### config.mk
export PLATFORM = sky130hd
export DESIGN_NAME = fnpm_ram
export DESIGN_NICKNAME = d
export VERILOG_FILES = /design/src/rtl/core/fnpm_ram.sv
export SDC_FILE = /design/constraint.sdc
export NUM_CORES = 1
export LEC_CHECK = 0
export ABC_AREA = 1
export BUFFER_PORTS_ARGS = -buffer_cell sky130_fd_sc_hd__buf_4
export CAP_MARGIN = 20
export CORE_AREA = 2 2 116 84
export DETAILED_ROUTE_END_ITERATION = 12
export DIE_AREA = 0 0 118 86
export GPL_TIMING_DRIVEN = 1
export PLACE_DENSITY = 0.82
export SLEW_MARGIN = 10
export SYNTH_ARGS = -nofsm -noshare
export SYNTH_HDL_FRONTEND = slang
export SYNTH_SLANG_ARGS = --single-unit
### constraint.sdc
create_clock -name clk -period 3.2 [get_ports clk]
set_input_delay 0.64 -clock clk [delete_from_list [all_inputs] [get_ports clk]]
set_output_delay 0.64 -clock clk [all_outputs]
set_load 0.1 [all_outputs]
### src/rtl/core/fnpm_ram.sv
// Generic simple dual-port RAM, one write and one registered read port.
module fnpm_ram #(
  parameter int WIDTH = 8,
  parameter int DEPTH = 16
) (
  input  logic                     clk,
  input  logic                     we,
  input  logic [$clog2(DEPTH)-1:0] waddr,
  input  logic [WIDTH-1:0]         wdata,
  input  logic [$clog2(DEPTH)-1:0] raddr,
  output logic [WIDTH-1:0]         rdata
);

  logic [WIDTH-1:0] mem [DEPTH];

  always_ff @(posedge clk) begin
    if (we) begin
      mem[waddr] <= wdata;
    end
  end

  always_ff @(posedge clk) begin
    rdata <= mem[raddr];
  end

endmodule

Word-level counts from Yosys, hierarchy flattened
Memory sizes are Yosys's and may differ from the RTL's. A register that Yosys moved wholly into a read port is not among the register bits. Index checks and enable logic that the tools add are counted.

Register bits after elaboration: 0. Bits in latches: 0. Memory bits (writable): 128. Bits in read-only memories: 0. Bits of input ports: 18. Memories kept: 1.

Memory list: mem (depth 16, width 8, read ports 1, clocked after memory_dff 1, write ports 1, RTL line 14) `logic [WIDTH-1:0] mem [DEPTH];`.

Add/sub/neg operators: 0. $mul: 0. Divide/modulo/power cells: 0. Magnitude comparators: 0. Equal/unequal tests: 0. Shift-type cells: 0. Muxes and demuxes: 2. Bitwise gates (word level): 0. Reductions and logical operators: 0.

Operators with widths (number): 1-bit 2-to-1 mux (2).

Depth between registers and ports, before layout
Depth in word-level cells: 2. Gate-level depth with buffers: 8. Depth with buffers taken out: 7.

Least setup slack after synthesis
Ideal clock, no wire load.

Kind: input to register. From: in waddr[2]. To: mem mem[10][0], enable pin. Data arrival time: 1221 ps. Data required time: 2830 ps. Path slack: 1609 ps. Cell stages on the path: 2. Path buffers: 0. Path through: nand3b_1 > nor2_1.

RTL lines: start, declared (RTL line 8) `input logic [$clog2(DEPTH)-1:0] waddr,`; end, declared (RTL line 14).

Straight into the memory's write port.

Worst setup path in the final report
From: reg rdata[0] (read register of mem). To: out rdata[0].

RTL lines: start, declared (RTL line 11) `output logic [WIDTH-1:0] rdata`.

No word-level cell between the ends.

==> out/qor.csv <==
metric;value;unit
outcome;finished clean;
die area;0.01015;mm2
Syn Nets;569;
post-synth cell types;12;
final wirelength;12630;um
starting DRC count in detailed routing;524;
initial antenna violation count;0;
# clock sinks;136;
main flop type after synthesis;edfxtp_1;
CP Capture Type;output port;
Yosys top cell area share;0.6665;
Die W;118;um
first-pass GRT wire length;19400;um
largest net degree at the start of global routing;65;
TritonCTS Buffers;17;
skew final;0.01479;ns
CP max stage cell;dfxtp_1;
setup tns final;0;ns
crit path cell chain;buf_4;
net count reported at finish;591;
max-slew violation count;0;
GR Util All Layers;0.2669;
HP Start;wdata[2];
Hold Path Stages;1;
Max transition margin;0.4257;
Final GP Congestion;0.8353;
register bit total from synthesis;136;
clock root cell;clkbuf_16;
clk_lat worst skew;0.42;ns
Worst EP arrival;1.11;ns
uppermost layer routed;met4;
total gr overflow;0;
delay-heaviest family, CP;flip-flops;
M1 WL;5191;um
core area;0.008962;mm2
DRC Markers;0;
Routed Antenna Nets;0;
layout cell share with drive strength beyond 1;0.1041;
Seq/Total Area, Yosys;0.6943;
buffer and inverter count on the worst path;1;
design area;0.006634;mm2
CP startpoint kind;flip-flop;
Synth warnings;0;
Initial Util;0.6434;
power per cell area;678.1;mW/mm2
CTS tree;built;
area occupied by registers;0.004004;mm2
vias in the first global route;3661;
antenna cells;0;
vias per cell;5.470;
Critical Path RT;2.56;ns
Async S/R FF share, synth;0;
met2 wire len;5745;um
Synth area leader;edfxtp_1;
Max rail drop VDD;0.5643;mV
Tmin final;1.747;ns
hpwl dp;7392;um
hold crit path type;input port to flip-flop;
Post-synth EDFFs;128;
commonest cells in the netlist;nand2_1 (173), edfxtp_1 (128), inv_1 (100);
FMAX;572.4;MHz
# fillers;596;
Reg clk slew, reported paths;0.06;ns
top cells by area, synth;edfxtp_1 (67%), nand2_1 (11%), nand3_1 (8.4%), inv_1 (6.5%), dfxtp_1 (2.8%);
Placed Area;0.005971;mm2
Hold Path End;mem[11][2]$_DFFE_PP_;
maxcap violations;0;
CTS-repair resized insts;0;
Syn Inst Count;551;
crit path kind;flip-flop to output port;
crit-path max cell delay;0.37;ns
# hold bufs at CTS;0;
critical path peak fanout;1;
Tcrit/Tclk final;0.5459;
Slew @ Worst Pin;0.8583;ns
Multi-input gate area;0.001214;mm2
Row Count;29;
Post-Syn Area;0.005767;mm2
reg2reg start;mem[11][5]$_DFFE_PP_;
r2r endpoint;rdata[5]$_DFF_P_;
Port Buf Inserts;25;
vias;3884;
IO Count;26;
1st-pass router iterations;5;
Longest Clk Path Bufs;2;
area delta synth->final;15.04;%
total setup buffers inserted after CTS;0;
WHS;0.5558;ns
WL/cell;17.79;um
Avg Cell Area, Syn;10.47;um2
# H-tree levels;4;
Leak Pwr;2.868;nW
Final Hold Viols;0;
worst r2r path cells;6;
DR WL met3;1509;um
most frequent cell after synthesis;nand2_1;
setup slack on the worst flop-to-flop path;2.11;ns
Die H;86;um
RSZ-0062 raised after global routing;no;
Setup-failing EPs final;0;
placed cells by master (no fill, tap or decap):
| cell type | n |
|---|---|
| buf_4 | 26 |
| nand2_1 | 173 |
| nor2_1 | 17 |
| clkinv_4 | 1 |
| dfxtp_1 | 8 |
| edfxtp_1 | 128 |
| clkinvlp_4 | 3 |
| bufinv_16 | 5 |
| clkinv_2 | 3 |
| nand3_1 | 97 |
| inv_1 | 100 |
| clkbuf_8 | 3 |
| buf_12 | 1 |
| inv_2 | 2 |
| clkbuf_16 | 17 |
| nand3b_1 | 2 |
layer usage:
metal | vias up | track usage
met5 | - | 0
met4 | 0 | 0.1019
met3 | 19 | 0.09375
met2 | 238 | 0.3927
met1 | 1809 | 0.3715
li1 | 1818 | -
worst max path at each step:
stage	startpoint	end	slack, ns	cells past startpoint
after floorplan	waddr[2]	mem[10][0]$_DFFE_PP_	1.61	2
after global placement	raddr[0]	rdata[5]$_DFF_P_	1.15	8
after detailed placement	raddr[0]	rdata[5]$_DFF_P_	1.11	8
after CTS	rdata[0]$_DFF_P_	rdata[0]	1.45	1
after global routing	raddr[0]	rdata[5]$_DFF_P_	1.41	8
final	rdata[0]$_DFF_P_	rdata[0]	1.45	1
cells by family (layout without fill, tap and decap cells):
group / count (synthesis) / count (layout) / synth area share
buf+inv: 126 / 161 / 0.09525
flops: 136 / 136 / 0.6943
simple gates: 289 / 289 / 0.2105
power breakdown:
group	total, W	internal, W	switching, W
Combinational	0.000332	0.0000775	0.000254
Sequential	0.00200	0.00199	0.0000125
Clock	0.00216	0.00144	0.000721
Total	0.00450	0.00351	0.000988
per-stage QoR:
step	setup WS, ns	total power (W)	util	std cells
floorplan	1.609	0.002263	-	551
global placement	1.154	0.002359	0.6662	678
detailed placement	1.111	0.002368	0.6662	678
CTS	1.452	0.004506	0.7402	710
global route	1.414	0.004607	0.7402	710
finish	1.453	0.004498	0.7402	710
registers in the layout, summed over array words and instances, names as in the netlist:
signal  flops
mem       128
rdata       8
area by class of cell:
cell class,count,share of cell area
well taps,124,0.02339
multi-input cells,289,0.1829
clock inverters,12,0.02961
repair buffers,27,0.03244
flip-flops and latches,136,0.6035
clock buffers,20,0.07035
inverters,102,0.05771
Note: power is estimated with default switching activity, not from simulation.
