--- config.mk ---
export PLATFORM = sky130hd
export DESIGN_NAME = fnpm_dist
export DESIGN_NICKNAME = d
export VERILOG_FILES = /design/src/rtl/core/fnpm_pkg.sv /design/src/rtl/core/fnpm_dist.sv
export SDC_FILE = /design/constraint.sdc
export NUM_CORES = 2
export LEC_CHECK = 0
export BUFFER_PORTS_ARGS = -buffer_cell sky130_fd_sc_hd__buf_2
export CAP_MARGIN = 20
export CORE_ASPECT_RATIO = 1.5
export CORE_MARGIN = 3
export CORE_UTILIZATION = 55
export DETAILED_ROUTE_END_ITERATION = 7
export HOLD_SLACK_MARGIN = 0.06
export PLACE_DENSITY = 0.72
export REMOVE_ABC_BUFFERS = 1
export SYNTH_ARGS = -nofsm -noshare
export SYNTH_HDL_FRONTEND = slang
export SYNTH_SLANG_ARGS = --single-unit
--- constraint.sdc ---
create_clock -name clk -period 22 [get_ports clk]
set_input_delay 4.4 -clock clk [delete_from_list [all_inputs] [get_ports clk]]
set_output_delay 4.4 -clock clk [all_outputs]
set_load 0.05 [all_outputs]
--- src/rtl/core/fnpm_pkg.sv ---
// Shared constants, types and helpers of the forward nearest-point matcher.
package fnpm_pkg;

  localparam int MAX_POINTS = 4096;
  localparam int IDX_W      = $clog2(MAX_POINTS);
  localparam int CNT_W      = IDX_W + 1;

  localparam int ACT_W      = 2;
  localparam int LAT_W      = 31;
  localparam int LON_W      = 32;
  localparam int MATCH_W    = 12;
  localparam int PT_W       = LAT_W + LON_W;

  localparam int DIFF_W     = LON_W + 1;
  localparam int ABS_W      = 31;
  localparam int SQ_W       = 2 * ABS_W - 1;
  localparam int DIST_W     = SQ_W + 1;

  localparam logic [ACT_W-1:0] ACT_CLEAR  = 2'd0;
  localparam logic [ACT_W-1:0] ACT_APPEND = 2'd1;
  localparam logic [ACT_W-1:0] ACT_QUERY  = 2'd2;

  localparam logic signed [DIFF_W-1:0] DIFF_MAX = 33'sd1073741823;
  localparam logic signed [DIFF_W-1:0] DIFF_MIN = -33'sd1073741824;

  typedef struct packed {
    logic             vld;
    logic [IDX_W-1:0] idx;
  } fnpm_tag_t;

  // saturate a difference to 31 signed bits and return its magnitude
  function automatic logic [ABS_W-1:0] sat_abs(input logic signed [DIFF_W-1:0] d);
    logic signed [DIFF_W-1:0] s;
    logic signed [DIFF_W-1:0] m;
    if (d > DIFF_MAX) begin
      s = DIFF_MAX;
    end else if (d < DIFF_MIN) begin
      s = DIFF_MIN;
    end else begin
      s = d;
    end
    m = (s < 0) ? -s : s;
    return m[ABS_W-1:0];
  endfunction

endpackage

--- src/rtl/core/fnpm_dist.sv ---
// Squared-distance pipeline: saturated differences, squares, sum.
module fnpm_dist import fnpm_pkg::*; (
  input  logic                    clk,
  input  logic                    rst_n,
  input  logic                    flush,
  input  fnpm_tag_t               iss_tag,
  input  logic [PT_W-1:0]         rd_point,
  input  logic signed [LAT_W-1:0] q_lat,
  input  logic signed [LON_W-1:0] q_lon,
  output fnpm_tag_t               dist_tag,
  output logic [DIST_W-1:0]       pt_dist
);

  fnpm_tag_t          tag1_r, tag2_r, tag3_r, tag4_r;
  logic [ABS_W-1:0]   ad_lat_r, ad_lon_r;
  logic [SQ_W-1:0]    sq_lat_r, sq_lon_r;
  logic [DIST_W-1:0]  dist_r;

  logic signed [LAT_W-1:0]  rd_lat;
  logic signed [LON_W-1:0]  rd_lon;
  logic signed [DIFF_W-1:0] d_lat, d_lon;

  assign rd_lat = rd_point[PT_W-1:LON_W];
  assign rd_lon = rd_point[LON_W-1:0];

  assign d_lat = DIFF_W'(rd_lat) - DIFF_W'(q_lat);
  assign d_lon = DIFF_W'(rd_lon) - DIFF_W'(q_lon);

  // tag1 lines up with the RAM's registered read data
  always_ff @(posedge clk) begin
    tag1_r.idx <= iss_tag.idx;
    tag2_r.idx <= tag1_r.idx;
    tag3_r.idx <= tag2_r.idx;
    tag4_r.idx <= tag3_r.idx;
    if (!rst_n || flush) begin
      tag1_r.vld <= 1'b0;
      tag2_r.vld <= 1'b0;
      tag3_r.vld <= 1'b0;
      tag4_r.vld <= 1'b0;
    end else begin
      tag1_r.vld <= iss_tag.vld;
      tag2_r.vld <= tag1_r.vld;
      tag3_r.vld <= tag2_r.vld;
      tag4_r.vld <= tag3_r.vld;
    end
  end

  always_ff @(posedge clk) begin
    ad_lat_r   <= sat_abs(d_lat);
    ad_lon_r   <= sat_abs(d_lon);
    sq_lat_r   <= SQ_W'(ad_lat_r) * SQ_W'(ad_lat_r);
    sq_lon_r   <= SQ_W'(ad_lon_r) * SQ_W'(ad_lon_r);
    dist_r     <= DIST_W'(sq_lat_r) + DIST_W'(sq_lon_r);
  end

  assign dist_tag = tag4_r;
  assign pt_dist  = dist_r;

endmodule

; ---- Yosys cells after proc, flatten, opt, wreduce, memory -nomap -nowiden
; Index checks and enable logic that the tools add are counted.
[classes]
n_addsub = 5
n_mul = 2
div_mod_pow = 0
order_cmp = 6
n_eq_ne = 0
shift = 0
muxes = 6
bitwise_logic = 0
reduce_logical = 2
[ops]
columns = cell, n
row1 = $mux W33, 4
row2 = $mul A31 B31 Y61, 2
row3 = $lt A33 B1 Y1 const B, 2
row4 = $add A61 B61 Y62, 1
row5 = $mux W31, 2
row6 = $neg A31 Y31, 2
row7 = $gt A33 B31 Y1 const B, 1
row8 = $lt A33 B31 Y1 const B, 1
row9 = $sub A32 B32 Y33, 1
row10 = $gt A32 B31 Y1 const B, 1
row11 = $lt A32 B31 Y1 const B, 1
row12 = $sub A31 B31 Y32, 1
row13 = $logic_not A1 Y1, 1
row14 = $logic_or A1 B1 Y1, 1
[word_totals]
register_bits = 298
latchBits = 0
ramBits = 0
mem_bits_ro = 0
input_bits = 142
output_inout_bits = 75
wordCells = 34
mem_count = 0

; ---- Logic depth before layout (Yosys ltp)
[depth]
word_depth = 6
ltp_mapped = 32
depth_no_buf = 30

; ---- Worst setup path before layout
; OpenSTA, ideal clock, no wires.
[synth_timing]
kind = input port to flip-flop
from = input port rd_point[0]
to = register ad_lon_r[30]
setup_time_ns = 0.079
arrival_time_ns = 10.256
required_time_ns = 21.921
setup_slack_ns = 11.665
cell_stages = 28
path_buffers = 3
cell_sequence = inv_1 > ha_1 > inv_1 > fa_1 > a21o_1 > a311o_1 > a31o_2 > a211oi_2 > nor4_1 > nor2_1 > o21ai_0 > xnor2_1 > nand2b_1 > ha_1 > clkbuf_1 > clkbuf_1 > clkbuf_1 > o21ai_0 > inv_1 > ha_1 > o21ai_0 > or3_1 > nor3_1 > nand2_1 > nor4_1 > o211ai_1 > mux2_2 > o211ai_1
[synth_via]
elab_chain_len = 6
elab_cells_between_ends = 8
cone_classes = add/sub: 2 / order compare: 3 / mux: 3
[synth_rtl]
columns = item, line
row1 = start: declaration, fnpm_dist.sv:7  ; input logic [PT_W-1:0] rd_point,
row2 = $sub A32 B32 Y33 *, fnpm_dist.sv:27  ; assign d_lon = DIFF_W'(rd_lon) - DIFF_W'(q_lon);
row3 = $lt A33 B31 Y1, fnpm_pkg.sv:37  ; end else if (d < DIFF_MIN) begin
row4 = $mux W33, fnpm_pkg.sv:37
row5 = $mux W33 *, fnpm_pkg.sv:35  ; if (d > DIFF_MAX) begin
row6 = $neg A31 Y31 / $lt A33 B1 Y1 (equally long branches), fnpm_pkg.sv:42  ; m = (s < 0) ? -s : s;
row7 = $mux W31 *, fnpm_pkg.sv:42
row8 = end signal: assignment, fnpm_dist.sv:50  ; ad_lon_r <= sat_abs(d_lon);
row9 = end: declaration, fnpm_dist.sv:15  ; logic [ABS_W-1:0] ad_lat_r, ad_lon_r;
; Mark *: on every way between the ends. The rest lies on a longest branch, timed or not.
; A chain may end at the register's enable or synchronous reset.

; ---- Worst setup path after layout
; Ends and elaborated chain as after synthesis.

==> metrics.txt <==
number of remaining DRC errors=0; boundary pin count=217; asr flop ratio synth=0%; Worst setup SP type=input port; Final Max Tran Viols=0; post-route ant nets=0; end of the critical path=ad_lon_r[30]; die height=437.5 um; Routed wire per std cell=18.56 um; register bit count reported by yosys=296; Gate Count Post-Synth=7361; crit path buf inv count=5; outcome=completed; worst slew pin tran=1.065 ns; WHS Path Cells=0; RSZ-0062 raised after global routing=no; H-tree levels=2; Clock transition at path regs=0.06 ns; number of synthesized flops with an enable pin=0; nets@finish=9723; slowest CP cell=nor4_1; Top FF cell, synth=dfxtp_1; Detailed Route WL=167.9 mm; f_max=94.22 MHz; CTS tree=done; Clk Latency, worst-skew pair=0.61 ns; synth unique cells=82; Antenna diodes=0; largest net degree at the start of global routing=41; post_cts resized=0; Critical R2R Capture=sq_lat_r[60]; Post-CTS Hold Fix Bufs=0; reg2reg setup slack=12.49 ns; CTS Buf Count=34; die width=293.6 um; # setup viols final=0; Avg Vias per Cell=5.474; core area=0.1226 mm^2; reg-to-reg startpoint=ad_lat_r[15]; Starting Density=55.69%; number of max-cap violations=0; CP Max Fanout=40; layout cells sized above 1=5.349%; post-route minimum period=10.61 ns; final hold vios=0; 1st-iter DRT viols=2439; Sink Count=296; All-Layer GR Usage=27.23%; Setup TNS Final=0 ns; period utilization=48.24%; CTS root buf=clkbuf_16; Syn. warnings=0; gpl congestion=0.9190; Site Rows=157; area grow syn2layout=5.554%; clock skew=0.04845 ns; Crit Path Category=in -> reg; Slew headroom=27.88%; first-pass GRT wire length=276.8 mm; top-area cell type share of the netlist area=43.93%; Port-buffer cells=216; hpwl dp=136.6 mm; vias in the first global route=55890; CP peak stage delay=0.71 ns; cell with the most instances after synthesis=inv_1; die area=0.1285 mm^2; type of the most critical hold path=reg -> reg; Seq/Total Area, Yosys=8.681%; Worst Setup End Kind=flip-flop; CP arrival=11.12 ns; TritonRoute pass-1 iters=7; leading area contributor after synthesis=fa_1; Commonest cells post-synth=1914 x inv_1, 1498 x fa_1, 649 x ha_1; initial antenna violation count=0; Top Family by Delay on Critical Path=simple AND/OR/NAND/NOR gates; setup repair bufs after CTS=0; critical path depth in cells=27; Mapped Avg Cell Area=9.273 um^2; via count=49530; synthesized cell area=0.06826 mm^2; R2R cell count=27; maximum clock insertion buffer count=3; synth top area cells=fa_1 44%, ha_1 12%, inv_1 11%; Setup crit start=rd_point[0]; WP data required=22.51 ns; GR Overflow Total=0
cells in the final DEF, fill, tap and decap left out, drive strengths merged, types with 38 or more instances in the layout:
cell type | synthesis | layout
clkbuf | 236 | 38
nor2b | 56 | 56
and2 | 410 | 410
xor2 | 108 | 108
a21o | 160 | 160
nor3 | 40 | 40
dfxtp | 296 | 296
fa | 1498 | 1498
inv | 1914 | 1923
and3 | 40 | 40
nand3 | 60 | 60
a21oi | 250 | 250
nor2 | 223 | 223
buf | 7 | 280
o21ai | 151 | 151
xnor2 | 173 | 173
ha | 649 | 649
nand2 | 637 | 637
worst reg2reg max path: stages (launching register included):
cell	delay (ns)
dfxtp_1	0.32
buf_4	0.37
clkinv_1	0.56
nor2_1	0.40
fa_1	0.50
fa_1	0.54
inv_1	0.05
fa_1	0.59
fa_1	0.50
fa_1	0.56
inv_1	0.05
fa_1	0.47
fa_1	0.53
fa_1	0.43
ha_1	0.37
a21o_1	0.21
a211oi_1	0.41
o2bb2ai_1	0.19
o21a_1	0.15
a211oi_1	0.05
buf_4	0.20
a221o_1	0.50
a211oi_2	0.29
o21ai_1	0.19
a221o_1	0.41
a221o_1	0.31
a21oi_1	0.18
xnor2_1	0.09
logic make-up after synthesis:
group	count (synthesis)	share of synthesized area (%)
buffers and inverters	2159	11.88
adder cells (fa/ha/maj)	2148	55.84
AND/OR/NAND/NOR	1593	11.38
AO/OA/AOI/OAI	863	8.300
flip-flops	296	8.681
XOR/XNOR	281	3.605
multiplexers	21	0.3171
layer usage:
metal | GRT usage (%) | vias up | part of all wire (%)
li1 | - | 22400 | -
met1 | 30.05 | 25180 | 35
met2 | 51.73 | 1388 | 55
met3 | 2.926 | 563 | 4.5
met4 | 13.04 | 0 | 5.6
met5 | 0 | - | 0
area by class of cell:
cell class / count / area [um^2]
multi-input combinational: 4906 / 54230
fill: 10620 / 50530
clock buffer: 38 / 885.9
inverter: 1916 / 7192
sequential: 296 / 5936
tap: 1590 / 1989
clock inverter: 23 / 252.7
timing repair buffer: 280 / 1562
registers in the layout (all words and copies together) (netlist names):
| register | cells |
|---|---|
| tag2_r | 13 |
| ad_lat_r | 31 |
| pt_dist | 62 |
| sq_lat_r | 60 |
| tag1_r | 13 |
| ad_lon_r | 31 |
| dist_tag | 13 |
| sq_lon_r | 60 |
| tag3_r | 13 |
stage by stage:
stage	area [um^2]	hold WS, ns	utilization, %	std cells	worst slack, ns
floorplan	67350	0.3096	-	7118	11.58
global placement	70910	0.3099	57.85	8988	10.98
detailed placement	70910	0.3121	57.85	8988	10.86
CTS	72050	0.3273	58.78	9049	11.47
global route	72050	0.3301	58.78	9049	10.86
finish	72050	0.3253	58.78	9049	11.39
how the worst min path moves through the flow:
stage	startpoint	endpoint	slack, ns
6_report	tag3_r[10]	dist_tag[10]	0.33
5_1_grt	tag3_r[2]	dist_tag[2]	0.33
3_3_place_gp	tag2_r[7]	tag3_r[7]	0.31
2_1_floorplan	tag3_r[0]	dist_tag[0]	0.31
3_5_place_dp	tag3_r[11]	dist_tag[11]	0.31
4_1_cts	tag3_r[2]	dist_tag[2]	0.33
Power is not shown: default switching activity piles up to over one toggle a cycle in this logic, so the estimate is an artifact.
